### config.mk
export PLATFORM = sky130hd
export DESIGN_NAME = triangle_tangent_bitangent_core_flat
export DESIGN_NICKNAME = d
export VERILOG_FILES = /design/src/rtl/core/ttb_pkg.sv /design/src/rtl/core/ttb_if.sv /design/src/rtl/core/ttb_mac.sv /design/src/rtl/core/ttb_div.sv /design/src/rtl/core/triangle_tangent_bitangent_core.sv /design/src/flat_wrapper.sv
export SDC_FILE = /design/constraint.sdc
export NUM_CORES = 2
export LEC_CHECK = 0
export ABC_AREA = 0
export BUFFER_PORTS_ARGS = -buffer_cell sky130_fd_sc_hd__buf_2
export CAP_MARGIN = 25
export CORE_MARGIN = 10
export CORE_UTILIZATION = 51
export CTS_CLUSTER_DIAMETER = 50
export DETAILED_ROUTE_END_ITERATION = 8
export PLACE_DENSITY = 0.71
export SYNTH_ARGS = -nofsm -noshare
export SYNTH_HDL_FRONTEND = slang
export SYNTH_SLANG_ARGS = --single-unit
### constraint.sdc
create_clock -name clk -period 19 [get_ports clk]
set_input_delay 0.95 -clock clk [delete_from_list [all_inputs] [get_ports clk]]
set_output_delay 0.95 -clock clk [all_outputs]
set_load 0.1 [all_outputs]
### src/rtl/core/ttb_pkg.sv
// Shared widths, types and constants for the triangle tangent/bitangent core.
package ttb_pkg;

  localparam int POS_W   = 24;
  localparam int TEX_W   = 16;
  localparam int OUT_W   = 32;
  localparam int DPOS_W  = POS_W + 1;
  localparam int DTEX_W  = TEX_W + 1;
  localparam int PROD_W  = DPOS_W + DTEX_W;
  localparam int ACC_W   = PROD_W + 1;
  localparam int DET_W   = 2 * DTEX_W + 2;
  localparam int QUOT_SHIFT = 18;
  // Quotient of the doubled dividend; its last bit drives rounding.
  localparam int DIV_STEPS  = OUT_W + 2;
  localparam int DIV_CNT_W  = 6;
  localparam int NUM_COMP   = 6;

  typedef struct packed {
    logic valid;
    logic first;
  } ttb_mac_ctl_t;

  typedef struct packed {
    logic done;
    logic sat;
  } ttb_div_stat_t;

endpackage

### src/rtl/core/ttb_if.sv
// Valid/ready channel interfaces for vertex words and result words.
interface ttb_vtx_if;
  logic valid;
  logic ready;
  logic signed [ttb_pkg::POS_W-1:0] pos_x;
  logic signed [ttb_pkg::POS_W-1:0] pos_y;
  logic signed [ttb_pkg::POS_W-1:0] pos_z;
  logic signed [ttb_pkg::TEX_W-1:0] tex_u;
  logic signed [ttb_pkg::TEX_W-1:0] tex_v;
  modport source (output valid, pos_x, pos_y, pos_z, tex_u, tex_v, input ready);
  modport sink (input valid, pos_x, pos_y, pos_z, tex_u, tex_v, output ready);
endinterface

interface ttb_res_if;
  logic valid;
  logic ready;
  logic signed [ttb_pkg::OUT_W-1:0] tangent_x;
  logic signed [ttb_pkg::OUT_W-1:0] tangent_y;
  logic signed [ttb_pkg::OUT_W-1:0] tangent_z;
  logic signed [ttb_pkg::OUT_W-1:0] bitangent_x;
  logic signed [ttb_pkg::OUT_W-1:0] bitangent_y;
  logic signed [ttb_pkg::OUT_W-1:0] bitangent_z;
  logic degenerate;
  logic saturated;
  modport source (output valid, tangent_x, tangent_y, tangent_z, bitangent_x, bitangent_y,
                  bitangent_z, degenerate, saturated, input ready);
  modport sink (input valid, tangent_x, tangent_y, tangent_z, bitangent_x, bitangent_y,
                bitangent_z, degenerate, saturated, output ready);
endinterface

### src/rtl/core/ttb_mac.sv
// Shared multiplier with a product register and a multiply-subtract accumulator.
module ttb_mac (
  input  logic                                 clk,
  input  logic                                 rst,
  input  ttb_pkg::ttb_mac_ctl_t                ctl,
  input  logic signed [ttb_pkg::DPOS_W-1:0]    a,
  input  logic signed [ttb_pkg::DTEX_W-1:0]    b,
  output logic signed [ttb_pkg::ACC_W-1:0]     acc
);

  logic signed [ttb_pkg::PROD_W-1:0] prod;
  logic                              prod_valid;
  logic                              prod_first;

  always_ff @(posedge clk) begin
    if (rst) begin
      prod_valid <= 1'b0;
    end else begin
      prod_valid <= ctl.valid;
    end
    prod_first <= ctl.first;
    prod       <= a * b;
  end

  // The first term of a pair loads the accumulator; the second is subtracted.
  always_ff @(posedge clk) begin
    if (prod_valid) begin
      if (prod_first) begin
        acc <= ttb_pkg::ACC_W'(prod);
      end else begin
        acc <= acc - ttb_pkg::ACC_W'(prod);
      end
    end
  end

endmodule

### src/rtl/core/ttb_div.sv
// Bit-serial restoring divider with round-to-nearest and saturation to Q14.18.
module ttb_div (
  input  logic                                clk,
  input  logic                                rst,
  input  logic                                start,
  input  logic signed [ttb_pkg::ACC_W-1:0]    num,
  input  logic signed [ttb_pkg::DET_W-1:0]    den,
  output ttb_pkg::ttb_div_stat_t              stat,
  output logic signed [ttb_pkg::OUT_W-1:0]    quot
);

  localparam int NHI_W = ttb_pkg::ACC_W - (ttb_pkg::DIV_STEPS - 1 - ttb_pkg::QUOT_SHIFT);
  localparam int NLO_W = ttb_pkg::ACC_W - NHI_W;
  localparam int REM_W = ttb_pkg::DET_W + 1;

  typedef enum logic [2:0] {
    DV_IDLE = 3'b001,
    DV_RUN  = 3'b010,
    DV_FIN  = 3'b100
  } dv_state_t;

  dv_state_t state;
  logic [ttb_pkg::DIV_CNT_W-1:0]  cnt;
  logic [REM_W-1:0]               rem;
  logic [ttb_pkg::DIV_STEPS-1:0]  low;
  logic [ttb_pkg::DIV_STEPS-1:0]  quo;
  logic [ttb_pkg::DET_W-1:0]      dmag;
  logic                           neg;
  logic                           ovf;
  logic                           zero;

  logic [ttb_pkg::ACC_W-1:0]      n_abs;
  logic [ttb_pkg::DET_W-1:0]      d_abs;
  logic [REM_W:0]                 trial;
  logic                           fits;
  logic [ttb_pkg::DIV_STEPS:0]    qinc;
  logic [ttb_pkg::DIV_STEPS-1:0]  qh;

  assign n_abs = num[ttb_pkg::ACC_W-1] ? ttb_pkg::ACC_W'(-num) : num;
  assign d_abs = den[ttb_pkg::DET_W-1] ? ttb_pkg::DET_W'(-den) : den;
  assign trial = {rem, low[ttb_pkg::DIV_STEPS-1]};
  assign fits  = trial >= {2'b00, dmag};
  assign qinc  = {1'b0, quo} + (ttb_pkg::DIV_STEPS+1)'(1);
  assign qh    = qinc[ttb_pkg::DIV_STEPS:1];

  always_ff @(posedge clk) begin
    if (rst) begin
      state     <= DV_IDLE;
      stat.done <= 1'b0;
    end else begin
      stat.done <= 1'b0;
      case (state)
        DV_IDLE: begin
          if (start) begin
            neg  <= num[ttb_pkg::ACC_W-1] ^ den[ttb_pkg::DET_W-1];
            dmag <= d_abs;
            zero <= (n_abs == '0);
            ovf  <= ({(ttb_pkg::DET_W-NHI_W)'(0), n_abs[ttb_pkg::ACC_W-1:NLO_W]} >= d_abs);
            rem  <= REM_W'(n_abs[ttb_pkg::ACC_W-1:NLO_W]);
            low  <= {n_abs[NLO_W-1:0], (ttb_pkg::DIV_STEPS-NLO_W)'(0)};
            quo  <= '0;
            cnt  <= ttb_pkg::DIV_CNT_W'(ttb_pkg::DIV_STEPS);
            // A zero numerator or a quotient past the range needs no iterations.
            if (n_abs == '0 ||
                {(ttb_pkg::DET_W-NHI_W)'(0), n_abs[ttb_pkg::ACC_W-1:NLO_W]} >= d_abs) begin
              state <= DV_FIN;
            end else begin
              state <= DV_RUN;
            end
          end
        end
        DV_RUN: begin
          if (fits) begin
            rem <= REM_W'(trial - {2'b00, dmag});
          end else begin
            rem <= trial[REM_W-1:0];
          end
          quo <= {quo[ttb_pkg::DIV_STEPS-2:0], fits};
          low <= {low[ttb_pkg::DIV_STEPS-2:0], 1'b0};
          cnt <= cnt - ttb_pkg::DIV_CNT_W'(1);
          if (cnt == ttb_pkg::DIV_CNT_W'(1)) begin
            state <= DV_FIN;
          end
        end
        DV_FIN: begin
          stat.done <= 1'b1;
          state     <= DV_IDLE;
          if (zero) begin
            quot     <= '0;
            stat.sat <= 1'b0;
          end else if (neg) begin
            if (ovf || qh > {2'b00, 1'b1, (ttb_pkg::OUT_W-1)'(0)}) begin
              quot     <= {1'b1, (ttb_pkg::OUT_W-1)'(0)};
              stat.sat <= 1'b1;
            end else begin
              quot     <= -qh[ttb_pkg::OUT_W-1:0];
              stat.sat <= 1'b0;
            end
          end else begin
            if (ovf || qh > {3'b000, {(ttb_pkg::OUT_W-1){1'b1}}}) begin
              quot     <= {1'b0, {(ttb_pkg::OUT_W-1){1'b1}}};
              stat.sat <= 1'b1;
            end else begin
              quot     <= qh[ttb_pkg::OUT_W-1:0];
              stat.sat <= 1'b0;
            end
          end
        end
        default: state <= DV_IDLE;
      endcase
    end
  end

endmodule

### src/rtl/core/triangle_tangent_bitangent_core.sv
// Top level: vertex store, operation sequencer, shared multiplier and divider.
//
//  channel | dir | handshake     | word
//  vtx     | in  | valid/ready   | pos_x, pos_y, pos_z, tex_u, tex_v
//  res     | out | valid/ready   | tangent_xyz, bitangent_xyz, degenerate, saturated
//
// The first two vertices of a triangle are only held in the vertex store.
// The third vertex starts 14 multiplies on one multiplier, in pairs, and 6 divides
// on one bit-serial divider; a zero determinant skips the other multiplies and all
// divides. vtx.ready is low while that runs.
// A result waits in the output register while the next triangle is loaded.
// Reset is synchronous; it clears the vertex count and all handshake state.
module triangle_tangent_bitangent_core (
  input  logic         clk,
  input  logic         rst,
  ttb_vtx_if.sink      vtx,
  ttb_res_if.source    res
);

  typedef enum logic [3:0] {
    ST_IDLE = 4'b0001,
    ST_MUL  = 4'b0010,
    ST_DIV  = 4'b0100,
    ST_OUT  = 4'b1000
  } state_t;

  localparam int POS_IDX_W = 2;

  state_t state;
  logic [1:0] count;
  logic [1:0] phase;
  logic [2:0] term;

  logic signed [ttb_pkg::POS_W-1:0] held_pos [2][3];
  logic signed [ttb_pkg::TEX_W-1:0] held_tex [2][2];

  logic signed [ttb_pkg::DPOS_W-1:0] dp1 [3];
  logic signed [ttb_pkg::DPOS_W-1:0] dp2 [3];
  logic signed [ttb_pkg::DTEX_W-1:0] du1, dv1, du2, dv2;
  logic signed [ttb_pkg::DET_W-1:0]  det;

  logic signed [ttb_pkg::OUT_W-1:0]  comp [ttb_pkg::NUM_COMP];
  logic                              degen;
  logic                              sat_any;

  ttb_pkg::ttb_mac_ctl_t              mac_ctl;
  logic signed [ttb_pkg::DPOS_W-1:0]  mac_a;
  logic signed [ttb_pkg::DTEX_W-1:0]  mac_b;
  logic signed [ttb_pkg::ACC_W-1:0]   acc;
  logic                               div_start;
  ttb_pkg::ttb_div_stat_t             div_stat;
  logic signed [ttb_pkg::OUT_W-1:0]   quot;

  logic [POS_IDX_W-1:0] ci;

  logic vtx_take;

  assign vtx.ready = (state == ST_IDLE);
  assign vtx_take  = vtx.valid && vtx.ready;

  // Term 0 is the determinant, terms 1-3 tangent x/y/z, terms 4-6 bitangent x/y/z.
  assign ci = (term >= 3'd4) ? POS_IDX_W'(term - 3'd4) : POS_IDX_W'(term - 3'd1);

  always_comb begin
    mac_a = ttb_pkg::DPOS_W'(du1);
    mac_b = dv2;
    if (term == 3'd0) begin
      if (phase == 2'd0) begin
        mac_a = ttb_pkg::DPOS_W'(du1);
        mac_b = dv2;
      end else begin
        mac_a = ttb_pkg::DPOS_W'(dv1);
        mac_b = du2;
      end
    end else if (term <= 3'd3) begin
      if (phase == 2'd0) begin
        mac_a = dp1[ci];
        mac_b = dv2;
      end else begin
        mac_a = dp2[ci];
        mac_b = dv1;
      end
    end else begin
      if (phase == 2'd0) begin
        mac_a = dp2[ci];
        mac_b = du1;
      end else begin
        mac_a = dp1[ci];
        mac_b = du2;
      end
    end
  end

  assign mac_ctl.valid = (state == ST_MUL) && (phase <= 2'd1);
  assign mac_ctl.first = (phase == 2'd0);
  assign div_start     = (state == ST_MUL) && (phase == 2'd3) && (term != 3'd0);

  ttb_mac u_mac (
    .clk (clk),
    .rst (rst),
    .ctl (mac_ctl),
    .a   (mac_a),
    .b   (mac_b),
    .acc (acc)
  );

  ttb_div u_div (
    .clk   (clk),
    .rst   (rst),
    .start (div_start),
    .num   (acc),
    .den   (det),
    .stat  (div_stat),
    .quot  (quot)
  );

  // Vertex store and deltas.
  always_ff @(posedge clk) begin
    if (vtx_take) begin
      if (count != 2'd2) begin
        held_pos[count[0]][0] <= vtx.pos_x;
        held_pos[count[0]][1] <= vtx.pos_y;
        held_pos[count[0]][2] <= vtx.pos_z;
        held_tex[count[0]][0] <= vtx.tex_u;
        held_tex[count[0]][1] <= vtx.tex_v;
      end else begin
        dp1[0] <= ttb_pkg::DPOS_W'(held_pos[1][0]) - ttb_pkg::DPOS_W'(held_pos[0][0]);
        dp1[1] <= ttb_pkg::DPOS_W'(held_pos[1][1]) - ttb_pkg::DPOS_W'(held_pos[0][1]);
        dp1[2] <= ttb_pkg::DPOS_W'(held_pos[1][2]) - ttb_pkg::DPOS_W'(held_pos[0][2]);
        dp2[0] <= ttb_pkg::DPOS_W'(vtx.pos_x) - ttb_pkg::DPOS_W'(held_pos[0][0]);
        dp2[1] <= ttb_pkg::DPOS_W'(vtx.pos_y) - ttb_pkg::DPOS_W'(held_pos[0][1]);
        dp2[2] <= ttb_pkg::DPOS_W'(vtx.pos_z) - ttb_pkg::DPOS_W'(held_pos[0][2]);
        du1 <= ttb_pkg::DTEX_W'(held_tex[1][0]) - ttb_pkg::DTEX_W'(held_tex[0][0]);
        dv1 <= ttb_pkg::DTEX_W'(held_tex[1][1]) - ttb_pkg::DTEX_W'(held_tex[0][1]);
        du2 <= ttb_pkg::DTEX_W'(vtx.tex_u) - ttb_pkg::DTEX_W'(held_tex[0][0]);
        dv2 <= ttb_pkg::DTEX_W'(vtx.tex_v) - ttb_pkg::DTEX_W'(held_tex[0][1]);
      end
    end
  end

  // Sequencer.
  always_ff @(posedge clk) begin
    if (rst) begin
      state     <= ST_IDLE;
      count     <= 2'd0;
      phase     <= 2'd0;
      term      <= 3'd0;
      res.valid <= 1'b0;
    end else begin
      if (res.valid && res.ready && state != ST_OUT) begin
        res.valid <= 1'b0;
      end
      case (state)
        ST_IDLE: begin
          if (vtx_take) begin
            if (count == 2'd2) begin
              count   <= 2'd0;
              phase   <= 2'd0;
              term    <= 3'd0;
              degen   <= 1'b0;
              sat_any <= 1'b0;
              state   <= ST_MUL;
            end else begin
              count <= count + 2'd1;
            end
          end
        end
        ST_MUL: begin
          // Phase wraps from 3 back to 0 at the end of each pair.
          phase <= phase + 2'd1;
          if (phase == 2'd3) begin
            if (term == 3'd0) begin
              det   <= ttb_pkg::DET_W'(acc);
              term  <= 3'd1;
              if (acc == '0) begin
                degen <= 1'b1;
                for (int i = 0; i < ttb_pkg::NUM_COMP; i++) begin
                  comp[i] <= '0;
                end
                state <= ST_OUT;
              end
            end else begin
              state <= ST_DIV;
            end
          end
        end
        ST_DIV: begin
          if (div_stat.done) begin
            comp[term - 3'd1] <= quot;
            sat_any <= sat_any | div_stat.sat;
            phase   <= 2'd0;
            if (term == 3'(ttb_pkg::NUM_COMP)) begin
              state <= ST_OUT;
            end else begin
              term  <= term + 3'd1;
              state <= ST_MUL;
            end
          end
        end
        ST_OUT: begin
          if (!res.valid || res.ready) begin
            res.valid       <= 1'b1;
            res.tangent_x   <= comp[0];
            res.tangent_y   <= comp[1];
            res.tangent_z   <= comp[2];
            res.bitangent_x <= comp[3];
            res.bitangent_y <= comp[4];
            res.bitangent_z <= comp[5];
            res.degenerate  <= degen;
            res.saturated   <= sat_any;
            state           <= ST_IDLE;
          end
        end
        default: state <= ST_IDLE;
      endcase
    end
  end

  a_degen_zero: assert property (@(posedge clk) disable iff (rst)
    res.valid && res.degenerate |-> res.tangent_x == 0 && res.tangent_y == 0 &&
      res.tangent_z == 0 && res.bitangent_x == 0 && res.bitangent_y == 0 &&
      res.bitangent_z == 0 && !res.saturated)
    else $error("degenerate result with nonzero vector or saturation");

  a_div_done_in_div: assert property (@(posedge clk) disable iff (rst)
    div_stat.done |-> state == ST_DIV)
    else $error("divider finished outside the divide state");

  a_count_range: assert property (@(posedge clk) disable iff (rst)
    count != 2'd3)
    else $error("vertex count out of range");

  a_no_accept_busy: assert property (@(posedge clk) disable iff (rst)
    (state == ST_MUL || state == ST_DIV) |-> !vtx.ready)
    else $error("vertex accepted while a triangle is in progress");

endmodule
### src/flat_wrapper.sv
// flat-port wrapper written by rule: the top's interface ports become plain ports
module triangle_tangent_bitangent_core_flat 
  (clk, rst, vtx_valid, vtx_pos_x, vtx_pos_y, vtx_pos_z, vtx_tex_u, vtx_tex_v, vtx_ready, res_valid, res_tangent_x, res_tangent_y, res_tangent_z, res_bitangent_x, res_bitangent_y, res_bitangent_z, res_degenerate, res_saturated, res_ready);
  ttb_vtx_if vtx_i ();
  ttb_res_if res_i ();
  input  logic clk;
  input  logic rst;
  input wire logic [$bits(vtx_i.valid)-1:0] vtx_valid;
  input wire logic [$bits(vtx_i.pos_x)-1:0] vtx_pos_x;
  input wire logic [$bits(vtx_i.pos_y)-1:0] vtx_pos_y;
  input wire logic [$bits(vtx_i.pos_z)-1:0] vtx_pos_z;
  input wire logic [$bits(vtx_i.tex_u)-1:0] vtx_tex_u;
  input wire logic [$bits(vtx_i.tex_v)-1:0] vtx_tex_v;
  output wire logic [$bits(vtx_i.ready)-1:0] vtx_ready;
  output wire logic [$bits(res_i.valid)-1:0] res_valid;
  output wire logic [$bits(res_i.tangent_x)-1:0] res_tangent_x;
  output wire logic [$bits(res_i.tangent_y)-1:0] res_tangent_y;
  output wire logic [$bits(res_i.tangent_z)-1:0] res_tangent_z;
  output wire logic [$bits(res_i.bitangent_x)-1:0] res_bitangent_x;
  output wire logic [$bits(res_i.bitangent_y)-1:0] res_bitangent_y;
  output wire logic [$bits(res_i.bitangent_z)-1:0] res_bitangent_z;
  output wire logic [$bits(res_i.degenerate)-1:0] res_degenerate;
  output wire logic [$bits(res_i.saturated)-1:0] res_saturated;
  input wire logic [$bits(res_i.ready)-1:0] res_ready;
  assign vtx_i.valid = vtx_valid;
  assign vtx_i.pos_x = vtx_pos_x;
  assign vtx_i.pos_y = vtx_pos_y;
  assign vtx_i.pos_z = vtx_pos_z;
  assign vtx_i.tex_u = vtx_tex_u;
  assign vtx_i.tex_v = vtx_tex_v;
  assign vtx_ready = vtx_i.ready;
  assign res_valid = res_i.valid;
  assign res_tangent_x = res_i.tangent_x;
  assign res_tangent_y = res_i.tangent_y;
  assign res_tangent_z = res_i.tangent_z;
  assign res_bitangent_x = res_i.bitangent_x;
  assign res_bitangent_y = res_i.bitangent_y;
  assign res_bitangent_z = res_i.bitangent_z;
  assign res_degenerate = res_i.degenerate;
  assign res_saturated = res_i.saturated;
  assign res_i.ready = res_ready;
  triangle_tangent_bitangent_core u_core (.clk(clk), .rst(rst), .vtx(vtx_i), .res(res_i));
endmodule
==> impl_metrics.py <==
metrics = {
    "global_routing": {
        "grtUsageMet3_pct": 3.60,
        "gr-max-usage-layer": "met2",
        "grt_pass1_wl_mm": 276,
        "antenna_found_initial": 1,
        "grt_util_all_layers_pct": 22.1,
        "use_met2_pct": 37.1,
        "grtUsageMet1_pct": 28.2,
        "overflow": 0,
        "grt_pass1_vias": 50000,
        "grt_max_degree": 180,
    },
    "layout": {
        "final_cell_mix": "1057 x edfxtp_1, 853 x inv_1, 650 x nor2_1, 513 x nand2_1, 429 x ha_1",
        "final_nets": 7820,
        "syn2layout_area_growth_pct": 12.1,
        "layout.cells.non_filler": 8835,
        "regArea_um2": 32900,
        "fillCellCount": 11600,
        "final_common_cell": "edfxtp_1",
        "layout-drive-gt1-share_pct": 10.2,
        "multi_input_area_um2": 35000,
    },
    "synthesis": {
        "netlist.area_leader.share_pct": 44.3,
        "syn_inst": 6520,
        "yosys.area_share.adder_pct": 19.5,
        "synth_edf_count": 1057,
        "ys_ff_latch": 1117,
        "synth_xor_area_share_pct": 4.69,
        "async_flop_share_pct": 0,
        "synth_nets": 7486,
        "synth_compound_area_share_pct": 10.2,
        "avgSynthCellArea_um2": 11.0,
        "yosys_most_used_dff": "edfxtp_1",
        "syn_area_um2": 71700,
        "synth_top_family_by_area": "adder cells",
        "synth-simple-area-share_pct": 12.0,
        "ys_seq_area_share_pct": 45.9,
        "synthMuxAreaShare_pct": 2.26,
        "synth.distinct_cells": 88,
        "synth_warnings": 0,
        "synthTopCellsByArea": "edfxtp_1 44%, fa_1 12%, ha_1 7.5%, inv_1 4.5%, nor2_1 3.4%",
        "yosysTopAreaCell": "edfxtp_1",
    },
    "clock_tree": {
        "cts.hold.buffers_added": 0,
        "cts_resized": 0,
        "cts_sinks": 1117,
        "htree_levels": 4,
        "post_cts_buffers": 0,
        "root_buffer": "clkbuf_16",
        "clkTransAtPathRegs_ps": 60,
        "worstSkewPairLatency_ps": 790,
        "clk_path_buf_depth": 3,
        "cts_made_buffers": 132,
        "cts_tree": "done",
    },
    "critical_path": {
        "timing.reg2reg.setup_slack_ps": 9040,
        "cpPeakStageDelay_ps": 570,
        "cp.arrival_ps": 10620,
        "r2r_cells": 33,
        "cp-endpoint": "u_core.u_mac.prod[41]",
        "r2r_start": "u_core.term[2]",
        "reg2reg_to": "u_core.u_mac.prod[41]",
        "crit_start": "u_core.term[2]",
        "endpoint_kind": "flip-flop",
        "slowest_stage": "buf_4",
        "cp_max_fo": 50,
        "cp.required_ps": 19660,
        "crit_type": "flip-flop to flip-flop",
        "cp-start-kind": "flip-flop",
    },
    "placed_design": {
        "dpl.cell_count": 8592,
        "dp_hpwl_mm": 132,
        "port_buffers": 303,
        "post-place-ws_ps": 9090,
        "gp_congestion": 0.961,
    },
    "sta": {
        "layout_setup_ws_ps": 9040,
        "worst_pin_slew_ps": 1100,
        "setup_tns_ps": 0,
        "rsz0062_at_grt": "false",
        "holdWs_ps": 372,
        "fin_skew_ps": 66.7,
        "hold_viol": 0,
        "finalSetupViolCount": 0,
        "fin_crit_ps": 9960,
        "final.period_utilization_pct": 52.4,
        "maxSlewHeadroom_pct": 25.9,
        "drv_slew": 0,
        "fmax_mhz": 100,
    },
    "status": {
        "status": "finished, final reports clean",
    },
    "drt": {
        "totalWireLength_mm": 174,
        "drt_iter0_drc": 3805,
        "drt_first_pass_iters": 9,
        "wl_per_cell_um": 19.7,
        "remaining_drc_errors": 0,
        "via_count": 48900,
        "vias_per_cell": 5.53,
        "ant_nets": 0,
    },
    "die": {
        "rows": 137,
        "core_um2": 140000,
        "die_w_um": 395,
        "dieHeight_um": 395,
        "io_pins": 304,
        "start_util_pct": 51.4,
        "die_area_um2": 156000,
    },
    "run": {
        "drv_cap": 0,
    },
    "hold_path": {
        "worst_hold_path_type": "input port to flip-flop",
    },
}
==> cells in the mapped netlist (22+ instances only) <==
master       n
a211oi_1    54
a21boi_0    30
a21o_1     117
a21oi_1    351
a31oi_1     41
and2_1      77
and3_1      65
clkbuf_1   168
dfxtp_1     60
edfxtp_1  1057
fa_1       428
ha_1       430
inv_1      854
mux2i_1     72
mux4_2      35
nand2_1    514
nand2b_1    68
nand3_1     95
nand4_1     32
nor2_1     652
nor2b_1     98
nor3_1      90
nor4_1      25
o211ai_1    24
o21a_1      66
o21ai_0    237
o21bai_1    27
o31ai_1     39
or3_1       39
or4_1       22
xnor2_1    262
xor2_1     122
==> per-stage QoR <==
step                      util, %  cell area [um^2]
final                        57.6             80400
after global routing         57.6             80400
after CTS                    57.6             80300
after detailed placement     54.2             75700
after global placement       54.2             75600
after floorplan                 -             71700
==> worst max-delay path, delay by kind of cell, from the launching register on <==
family | cells | cell delay (ps)
AO/OA/AOI/OAI | 11 | 2840
multiplexers | 1 | 330
adder cells (fa/ha/maj) | 8 | 3760
flip-flops | 1 | 510
XOR/XNOR | 2 | 290
AND/OR/NAND/NOR | 3 | 710
buffers and inverters | 8 | 1340
==> state kept, by name, indices dropped and copies added, names as in the netlist, 34 cells and up <==
register and cells:
u_core.det 36, u_core.u_mac.acc 43, u_core.held_pos 144, u_core.comp 192, u_core.u_div.dmag 36, u_core.u_mac.prod 42, u_core.held_tex 64, u_core.dp2 75
u_core.u_div.rem 37, u_core.dp1 75, u_core.u_div.quo 34
==> how the worst min path moves through the flow <==
stage	cells after the start	slack [ps]	from	to
6_report	1	370	vtx_pos_x[17]	u_core.held_pos[0][65]
5_1_grt	1	340	vtx_pos_x[9]	u_core.held_pos[0][57]
4_1_cts	1	310	vtx_pos_x[9]	u_core.held_pos[0][57]
3_5_place_dp	0	400	u_core.comp[3][28]	res_bitangent_x[28]
3_3_place_gp	0	400	u_core.comp[1][27]	res_tangent_y[27]
2_1_floorplan	0	400	u_core.comp[3][0]	res_bitangent_x[0]
==> cells by family after synthesis <==
logic type,Yosys count
AND/OR/NAND/NOR,1854
AO/OA/AOI/OAI,1149
flip-flops,1117
buffers and inverters,1041
adder cells (fa/ha/maj),858
XOR/XNOR,384
multiplexers,117
==> layer usage <==
metal | share of wire (%) | vias to the layer above
li1 | - | 23200
met1 | 42 | 23800
met2 | 48 | 1505
met3 | 5.4 | 352
met4 | 4.5 | 0
met5 | 0 | -
==> layout make-up <==
class	count	share of cell area, %
flip-flops and latches	1117	41.0
well taps	1876	2.92
multi-input cells	4362	43.5
clock buffers	151	4.31
inverters	854	3.99
diodes	1	0.00311
repair buffers	387	2.79
clock inverters	87	1.46
Power is not shown: default switching activity piles up to over one toggle a cycle in this logic, so the estimate is an artifact.
